File: src/rtl/tks_pkg.sv
// Package for the top-k score selector: widths, item and result types,
// the slot and cell control structs, and the keep count helper.
// No dependencies; every other file imports it.
package tks_pkg;

   // Number of cells in the chain and widths of the fields.
   localparam int MAX_KEEP = 16;
   localparam int KEEP_W   = 5;
   localparam int RANK_W   = 4;
   localparam int SCORE_W  = 16;
   localparam int INDEX_W  = 16;

   // Keep count after reset, and the largest item index.
   localparam logic [KEEP_W-1:0]  KEEP_RESET = KEEP_W'((MAX_KEEP < 16) ? MAX_KEEP : 16);
   localparam logic [INDEX_W-1:0] INDEX_MAX  = '1;

   // One input item.
   typedef struct packed {
      logic [SCORE_W-1:0] score;
      logic               end_of_set;
   } req_type;

   // One result item.
   typedef struct packed {
      logic [RANK_W-1:0]  rank;
      logic [INDEX_W-1:0] item_index;
      logic [SCORE_W-1:0] item_score;
      logic               slot_valid;
      logic               last_rank;
      logic               overflow;
   } rsp_type;

   // Contents of one slot of the kept list.
   typedef struct packed {
      logic               used;
      logic [SCORE_W-1:0] score;
      logic [INDEX_W-1:0] index;
   } slot_type;

   // Control that the top level hands to each cell.
   typedef struct packed {
      logic active;    // cell lies below the keep count
      logic is_last;   // cell holds the lowest kept rank
      logic clear;     // keep count write drops this cell
      logic insert;    // the incoming score enters the list
      logic shift;     // move the list one rank toward rank 0
   } cell_ctrl_type;

   // Status that each cell reports.
   typedef struct packed {
      logic take;      // new score belongs at or above this cell
      logic gt;        // new score beats this cell's score, or cell is empty
   } cell_stat_type;

   // Effective keep count: zero acts as one, large values saturate.
   function automatic logic [KEEP_W-1:0] eff_keep(input logic [KEEP_W-1:0] value);
      logic [KEEP_W-1:0] result;
      if (value == '0) begin
         result = KEEP_W'(1);
      end else if (value > KEEP_W'(MAX_KEEP)) begin
         result = KEEP_W'(MAX_KEEP);
      end else begin
         result = value;
      end
      return result;
   endfunction

endpackage

File: src/rtl/tks_cell.sv
// One cell of the insertion chain: holds one slot of the sorted list.
// Depends on tks_pkg for the slot and control structs.
module tks_cell (
   input  logic                   clock,
   input  logic                   reset,
   input  tks_pkg::cell_ctrl_type ctrl,
   input  tks_pkg::slot_type      new_slot,
   input  tks_pkg::slot_type      left_slot,
   input  logic                   left_take,
   input  tks_pkg::slot_type      right_slot,
   output tks_pkg::slot_type      slot,
   output tks_pkg::cell_stat_type stat
);
   import tks_pkg::*;

   slot_type slot_ff, slot_in;
   logic     ge;

   // Compare the broadcast score against the held one.
   always_comb begin
      ge       = !slot_ff.used || (new_slot.score >= slot_ff.score);
      stat.gt  = !slot_ff.used || (new_slot.score > slot_ff.score);
      stat.take = ctrl.is_last ? stat.gt : ge;
   end

   // Next slot value: clear, shift out, take the new item or the left neighbor's.
   always_comb begin
      slot_in = slot_ff;
      if (ctrl.clear) begin
         slot_in = '0;
      end else if (ctrl.shift) begin
         slot_in = right_slot;
      end else if (ctrl.insert && ctrl.active && stat.take) begin
         slot_in = left_take ? left_slot : new_slot;
      end
   end

   always_ff @(posedge clock) begin
      if (reset) begin
         slot_ff <= '0;
      end else begin
         slot_ff <= slot_in;
      end
   end

   assign slot = slot_ff;

endmodule

File: src/rtl/top_k_score_selector.sv
// Top level of the top-k score selector: cell chain, index counter,
// result register and keep count register. Depends on tks_pkg and tks_cell.
//
// The block keeps the keep_count best scores of a set, best first, in a chain
// of cells that compare every incoming score at once, so one item is taken
// each cycle while a set streams in. The item with end_of_set is inserted like
// any other; the chain then shifts toward rank 0 until the effective keep count
// of results has left, one result item per cycle unless rsp_stall holds results
// back, and req_stall stays high for that time. The shift pulls empty slots in from the tail,
// so the list is clear when the last result leaves. Write keep_count only
// while no set is being reported.
module top_k_score_selector (
   input  logic                        clock,
   input  logic                        reset,
   input  logic                        req_valid,
   output logic                        req_stall,
   input  tks_pkg::req_type            req_item,
   output logic                        rsp_valid,
   input  logic                        rsp_stall,
   output tks_pkg::rsp_type            rsp_item,
   input  logic                        csr_valid,
   output logic                        csr_ready,
   input  logic [tks_pkg::KEEP_W-1:0]  csr_data
);
   import tks_pkg::*;

   logic [KEEP_W-1:0]  keep_ff, keep_in;
   logic [INDEX_W-1:0] counter_ff, counter_in;
   logic               taken_ff, taken_in;
   logic               overflow_ff, overflow_in;
   logic               emit_ovf_ff, emit_ovf_in;
   logic               busy_ff, busy_in;
   logic [RANK_W-1:0]  rank_ff, rank_in;
   logic               rsp_valid_ff, rsp_valid_in;
   rsp_type            rsp_ff, rsp_in;

   logic [KEEP_W-1:0]  keep_eff, new_eff;
   logic               req_fire, csr_fire, insert_en, emit_step, at_last;
   logic [MAX_KEEP-1:0] last_hit;
   slot_type           new_slot;
   slot_type           slots [MAX_KEEP];
   cell_stat_type      stats [MAX_KEEP];

   // Handshakes.
   assign req_stall = busy_ff;
   assign csr_ready = !busy_ff;
   assign req_fire  = req_valid && !busy_ff;
   assign csr_fire  = csr_valid && !busy_ff;

   assign keep_eff = eff_keep(keep_ff);
   assign new_eff  = eff_keep(csr_data);

   // The new item enters when the index has not run out and the last kept slot is empty or beaten.
   assign insert_en = req_fire && !taken_ff && (|last_hit);
   assign new_slot  = '{used: 1'b1, score: req_item.score, index: counter_ff};

   // A result leaves the chain when the result register is free or draining.
   assign emit_step = busy_ff && (!rsp_valid_ff || !rsp_stall);
   assign at_last   = (rank_ff == RANK_W'(keep_eff - KEEP_W'(1)));

   // Chain of cells, each wired to its neighbors.
   for (genvar i = 0; i < MAX_KEEP; i++) begin : g_cell
      cell_ctrl_type ctrl;
      slot_type      left_slot, right_slot;
      logic          left_take;

      assign ctrl = '{active:  (KEEP_W'(i) < keep_eff),
                      is_last: (KEEP_W'(i) == keep_eff - KEEP_W'(1)),
                      clear:   csr_fire && (KEEP_W'(i) >= new_eff),
                      insert:  insert_en,
                      shift:   emit_step};
      assign last_hit[i]  = ctrl.is_last && stats[i].gt;

      if (i == 0) begin : g_head
         assign left_slot = '0;
         assign left_take = 1'b0;
      end else begin : g_body
         assign left_slot = slots[i-1];
         assign left_take = stats[i-1].take;
      end

      if (i == MAX_KEEP - 1) begin : g_tail
         assign right_slot = '0;
      end else begin : g_inner
         assign right_slot = slots[i+1];
      end

      tks_cell u_cell (
         .clock      (clock),
         .reset      (reset),
         .ctrl       (ctrl),
         .new_slot   (new_slot),
         .left_slot  (left_slot),
         .left_take  (left_take),
         .right_slot (right_slot),
         .slot       (slots[i]),
         .stat       (stats[i])
      );
   end

   // Keep count write, index counter, overflow tracking, and start and end of reporting.
   always_comb begin
      keep_in     = keep_ff;
      counter_in  = counter_ff;
      taken_in    = taken_ff;
      overflow_in = overflow_ff;
      emit_ovf_in = emit_ovf_ff;
      busy_in     = busy_ff;
      rank_in     = rank_ff;

      if (csr_fire) begin
         keep_in = csr_data;
      end

      if (req_fire) begin
         if (taken_ff) begin
            overflow_in = 1'b1;
         end else if (counter_ff == INDEX_MAX) begin
            taken_in = 1'b1;
         end else begin
            counter_in = counter_ff + INDEX_W'(1);
         end
         // The end of the set starts reporting and resets the set state.
         if (req_item.end_of_set) begin
            emit_ovf_in = overflow_ff || taken_ff;
            counter_in  = '0;
            taken_in    = 1'b0;
            overflow_in = 1'b0;
            busy_in     = 1'b1;
            rank_in     = '0;
         end
      end

      if (emit_step) begin
         rank_in = rank_ff + RANK_W'(1);
         if (at_last) begin
            busy_in = 1'b0;
         end
      end
   end

   // Result register fed from rank 0 of the chain.
   always_comb begin
      rsp_in       = rsp_ff;
      rsp_valid_in = rsp_valid_ff && rsp_stall;
      if (emit_step) begin
         rsp_valid_in       = 1'b1;
         rsp_in.rank        = rank_ff;
         rsp_in.item_index  = slots[0].used ? slots[0].index : '0;
         rsp_in.item_score  = slots[0].used ? slots[0].score : '0;
         rsp_in.slot_valid  = slots[0].used;
         rsp_in.last_rank   = at_last;
         rsp_in.overflow    = emit_ovf_ff;
      end
   end

   always_ff @(posedge clock) begin
      if (reset) begin
         keep_ff      <= KEEP_RESET;
         counter_ff   <= '0;
         taken_ff     <= 1'b0;
         overflow_ff  <= 1'b0;
         emit_ovf_ff  <= 1'b0;
         busy_ff      <= 1'b0;
         rank_ff      <= '0;
         rsp_valid_ff <= 1'b0;
      end else begin
         keep_ff      <= keep_in;
         counter_ff   <= counter_in;
         taken_ff     <= taken_in;
         overflow_ff  <= overflow_in;
         emit_ovf_ff  <= emit_ovf_in;
         busy_ff      <= busy_in;
         rank_ff      <= rank_in;
         rsp_valid_ff <= rsp_valid_in;
      end
   end

   // Result payload needs no reset.
   always_ff @(posedge clock) begin
      rsp_ff <= rsp_in;
   end

   assign rsp_valid = rsp_valid_ff;
   assign rsp_item  = rsp_ff;

endmodule

File: config.mk
export PLATFORM = sky130hd
export DESIGN_NAME = top_k_score_selector
export DESIGN_NICKNAME = d
export VERILOG_FILES = /design/src/rtl/tks_pkg.sv /design/src/rtl/tks_cell.sv /design/src/rtl/top_k_score_selector.sv
export SDC_FILE = /design/constraint.sdc
export NUM_CORES = 2
export LEC_CHECK = 0
export BUFFER_PORTS_ARGS = -buffer_cell sky130_fd_sc_hd__buf_2
export CAP_MARGIN = 20
export CORE_ASPECT_RATIO = 1.25
export CORE_MARGIN = 4
export CORE_UTILIZATION = 63
export DETAILED_ROUTE_END_ITERATION = 12
export PLACE_DENSITY = 0.83
export SYNTH_ARGS = -nofsm -noshare
export SYNTH_HDL_FRONTEND = slang
export SYNTH_HIERARCHICAL = 1
export SYNTH_SLANG_ARGS = --single-unit
export TNS_END_PERCENT = 1
File: constraint.sdc
create_clock -name clock -period 8.8 [get_ports clock]
set_clock_uncertainty 0.15 [all_clocks]
set_input_delay 0.44 -clock clock [delete_from_list [all_inputs] [get_ports clock]]
set_output_delay 0.44 -clock clock [all_outputs]
set_load 0.02 [all_outputs]
# Word level (Yosys, flattened, before mapping)
# Cells that the tools add are included.
totals:
  ff_bits: 597
  input_bits: 27
  out_inout_bits: 42
  elab_cells: 397
classes:
  add_sub_neg: 3
  n_lt_le_gt_ge: 66
  eq_ne: 19
  muxes: 81
  reduce_logical: 166
ops:
  columns: ["cell", "n"]
  rows:
  - ["two-way mux 33 bit", 45]
  - ["greater-or-equal comparator 16 bit", 16]
  - ["greater-than comparator 16 bit", 16]
  - ["logical AND 1 bit", 70]
  - ["two-way mux 16 bit", 3]
  - ["== test 4 x 5 -> 1 bit (first input constant)", 8]
  - ["greater-or-equal comparator 4 x 5 -> 1 bit (first input constant)", 8]
  - ["less-than comparator 4 x 5 -> 1 bit (first input constant)", 8]
  - ["nonzero test 2 bit", 18]
  - ["logical OR 1 bit", 34]
  - ["OR reduction 2 bit", 15]
  - ["two-way mux 1 bit", 26]
  - ["== test 3 x 5 -> 1 bit (first input constant)", 4]
  - ["greater-or-equal comparator 3 x 5 -> 1 bit (first input constant)", 4]
  - ["zero test 1 bit", 20]
  - ["less-than comparator 3 x 5 -> 1 bit (first input constant)", 4]
  - ["two-way mux 5 bit", 4]
  - ["adder 16 x 1 -> 16 bit (second input constant)", 1]
  - ["== test 16 bit (second input constant)", 1]
  - ["OR reduction 16 bit", 1]
  - ["zero test 5 bit", 3]
  - ["two-way mux 4 bit", 3]
  - ["== test 2 x 5 -> 1 bit (first input constant)", 2]
  - ["greater-or-equal comparator 1 x 5 -> 1 bit (first input constant)", 2]
  - ["12 further kinds", 19]

# Longest topological paths before layout
logic_depth:
  ltp_word: 12
  depth_mapped: 20
  ltp_nobuf: 16

# Hierarchy
# Netlist, hierarchy kept.
modules_own_cells:
  columns: ["module", "n_inst", "cells_each", "area_per_inst_um2", "seq_area_each_um2"]
  rows:
  - ["tks_cell", 16, 289, 2452.4, 660.6]
  - ["top_k_score_selector", 1, 376, 3588.4, 1771.7]

# Worst setup path after synthesis
# No wires, ideal clock.
synth_path:
  path_type: "register to register"
  from: "register busy_ff (netlist: req_stall)"
  to: "register g_cell[0].u_cell.slot_ff, in the netlist g_cell[0].u_cell/slot[29]"
  setup_time_ns: 0.125
  t_arrival_ns: 4.269
  required_ns: 8.525
  setup_slack_ns: 4.256
  path_stages_with_launch: 7
  path_buffers: 1
  period_less_slack_ns: 4.544
  cell_sequence: "dfxtp_1 a21boi_2 inv_2 o21ai_0 a21oi_4 buf_12 mux2i_1"
synth_via:
  elab_cells_between_ends: 12
  cone_classes: "1 x mux; 11 x reduce/logical"
synth_lines:
  columns: ["item", "line", "text"]
  rows:
  - ["start: declaration", "top_k_score_selector.sv:32", "logic busy_ff, busy_in;"]
  - ["start signal: assignment", "top_k_score_selector.sv:173", "busy_ff <= busy_in;"]
  - ["logical AND 1 bit (*)", "top_k_score_selector.sv:58", "assign emit_step = busy_ff && (!rsp_valid_ff || !rsp_stall);"]
  - ["named net emit_step", "top_k_score_selector.sv:38", "logic req_fire, csr_fire, insert_en, emit_step, at_last;"]
  - ["two-way mux 33 bit / nonzero test 2 bit (equally long branches)", null, null]
  - ["end signal: assignment", "tks_cell.sv:42", "slot_ff <= slot_in;"]
  - ["end: declaration", "tks_cell.sv:16", "slot_type slot_ff, slot_in;"]
# The timed path passes the listed nets; every way through them passes the cells marked *.
# A chain may end at the register's enable or synchronous reset.

==> impl_metrics.tcl <==
set metrics [dict create \
    final-setup-viol-count 0 \
    fin_tns_setup_ns 0 \
    final_antenna_net_count 0 \
    grt_util_all_layers_pct 34.3 \
    timing.critical_path.buf_inv 2 \
    numCtsBuffers 66 \
    holdCritPathClass "input pin to flop" \
    fp.dieArea_mm2 0.0722 \
    floorplan.die.width_um 241 \
    ctsLongestPathBuffers 3 \
    num-nets-final 5251 \
    hold-path-cell-count 3 \
    power.total_mw 7.77 \
    io_pins 69 \
    crit_required_ns 9.11 \
    detail_route.vias_per_cell 6.43 \
    clockRootBuffer "sky130_fd_sc_hd__clkbuf_16" \
    floorplan.core_area_mm2 0.0671 \
    path_max_fanout 32 \
    placed_instance_area_mm2 0.0432 \
    synth.cell_area_mm2 0.0428 \
    drv_slew 0 \
    detail_route.wl_per_cell_um 21.7 \
    dr_total_vias 37800 \
    critical_path.max_stage_delay_ns 0.84 \
    worst_ep_arrival_time_ns 5.15 \
    hold_path.startpoint "csr_data[1]" \
    dp_hpwl_um 86000 \
    tritoncts "yes" \
    worst_path_dominant_cell_family "compound AO/OA/AOI/OAI gates" \
    vdd_ir_drop_max_uv 121 \
    first_global_vias 36700 \
    grt_overflow 0 \
    critPathKind "input pin to flop" \
    capture_instance_of_the_worst_register_to_register_path "g_cell[9].u_cell/slot[4]$_SDFFE_PP0P_" \
    clock_tree.htree_level_count 3 \
    die-height_um 299 \
    r2r_setup_slack_ns 4.04 \
    drc_errors_left 0 \
    reg2reg_from "keep_ff[2]$_SDFFE_PP0P_" \
    sink_of_the_worst_hold_path "keep_ff[1]$_SDFFE_PP0P_" \
    crit_slowest_cell "sky130_fd_sc_hd__buf_2" \
    clkLatencyLatePin_ns 0.63 \
    slew_at_the_pin_closest_to_its_max_slew_limit_ns 1.15 \
    placement.io_buffers 68 \
    maxSlewHeadroom_pct 23.2 \
    grt_pass1_wl_um 200000 \
    globalplace.congestion 0.966 \
    finalWirelength_um 127000 \
    final-seq-area_mm2 0.0123 \
    netlist_instances 4997 \
    finalHoldWorstSlack_ns 0.0476 \
    placement_rows 106 \
    cts.sinks 597 \
    synth_warnings 6 \
    rsz0062_at_grt "false" \
    clock.fmax_ghz 0.207 \
    kind_of_end_point_of_the_critical_path "flop" \
    clkSlewWorstSetupHoldPaths_ns 0.06 \
    postCtsResizedCells 0 \
    area.growth.synth_to_final_pct 6.22 \
    post_synth.cell_area_avg_um2 8.57 \
    initialDrtViolationCount 3514 \
    pin_count_of_the_biggest_net_entering_global_routing 67 \
    chain_of_cells_forming_the_critical_path "buf_2, ha_1, nor2b_4, o211ai_2, a2111oi_1, nor3b_1, o21ai_0, a22oi_1, a2bb2oi_1, o31a_1, nand2_1, a21oi_1, a21oi_4, buf_4, mux2i_1" \
    power.static_leakage_nw 22.0 \
    run_status "completed" \
    worstSetupStartpointType "input pin" \
    min_period_ns 4.84 \
    reg2regPathDepth 14 \
    report.final.hold_viol_count 0 \
    first_pass_iters 6 \
    fin_area_mm2 0.0455 \
    num-fill-cells 5301 \
    multi_input_area_mm2 0.0277 \
    post_route_cells_drive_above_1_share_pct 9.18 \
    antenna_found_initial 5 \
    floorplan.initialDensity_pct 63.8 \
    powerDensity_mw_per_mm2 171 \
    cap_violations 0 \
    post_cts.repair.setup_buffers 0 \
    min_period_over_period_pct 55.0 \
]
-- stage by stage --
step / util, % / setup slack, ns / std cells
floorplan: - / 4.26 / 5080
global placement: 64.4 / 3.60 / 5753
detailed placement: 64.4 / 3.55 / 5753
CTS: 67.7 / 4.13 / 5874
global route: 67.8 / 3.77 / 5876
finish: 67.8 / 3.96 / 5876
-- final cells by class --
class	count	area share (%)
clock buffer	91	4.06
inverter	286	2.36
multi-input combinational	3854	61.0
sequential	597	27.1
antenna	1	0.00550
clock inverter	27	0.787
timing repair buffer	156	2.26
tap	864	2.38
-- report_power, final --
group,internal [mW],switching (mW)
registers,2.89,0.197
logic,0.702,1.09
clock network,1.69,1.21
-- how the worst max path moves through the flow --
stage / startpoint / endpoint / depth (start not counted)
after floorplan: req_stall$_SDFF_PP0_ / g_cell[0].u_cell/slot[29]$_SDFFE_PP0P_ / 6
after global placement: req_item[2] / g_cell[0].u_cell/slot[6]$_SDFFE_PP0P_ / 16
after detailed placement: req_item[2] / g_cell[0].u_cell/slot[1]$_SDFFE_PP0P_ / 16
after CTS: req_item[2] / g_cell[0].u_cell/slot[14]$_SDFFE_PP0P_ / 16
after global routing: req_item[2] / g_cell[0].u_cell/slot[1]$_SDFFE_PP0P_ / 15
final: req_item[2] / g_cell[9].u_cell/slot[4]$_SDFFE_PP0P_ / 15
-- registers in the layout, indices dropped and copies added (netlist names) --
| register | flops |
|---|---|
| taken_ff | 1 |
| counter_ff | 16 |
| req_stall | 1 |
| rsp_item | 39 |
| g_cell.u_cell/slot | 528 |
| keep_ff | 5 |
| rank_ff | 4 |
| rsp_valid | 1 |
| emit_ovf_ff | 1 |
| overflow_ff | 1 |
-- cells in the final DEF (no fill, tap or decap), drive strengths merged, types with 18 or more instances in the layout --
cell,count
nand4,72
mux2i,1029
conb,85
edfxtp,39
nand2,1248
o211ai,450
a21oi,141
nor4,19
nor3b,20
buf,153
inv,291
o21a,19
a211oi,18
o21ai,184
ha,263
and2,47
clkbuf,91
nor2,54
dfxtp,558
-- routing by layer --
| layer | vias up | GRT usage (%) | routed length, um |
|---|---|---|---|
| li1 | 17600 | - | - |
| met1 | 17900 | 41.0 | 48200 |
| met2 | 1734 | 57.0 | 59700 |
| met3 | 576 | 6.41 | 10400 |
| met4 | 4 | 20.8 | 8950 |
| met5 | - | 0 | 25 |
-- worst register-to-register path: cells and delay by family, from the launching register on --
kind / cells / cell delay [ns]
muxes: 1 / 0.24
adders and majority gates: 1 / 0.35
buffers and inverters: 2 / 0.43
DFF: 1 / 0.64
AOI/OAI and AO/OA: 5 / 2.06
and+or+nand+nor: 5 / 0.75
-- what timing repair did --
item,4_1_cts,5_1_grt
setup endpoints to repair,0,0
hold endpoints to repair,3,0
hold buffers,3,0
No activity file was read; power rests on OpenSTA's default activity.
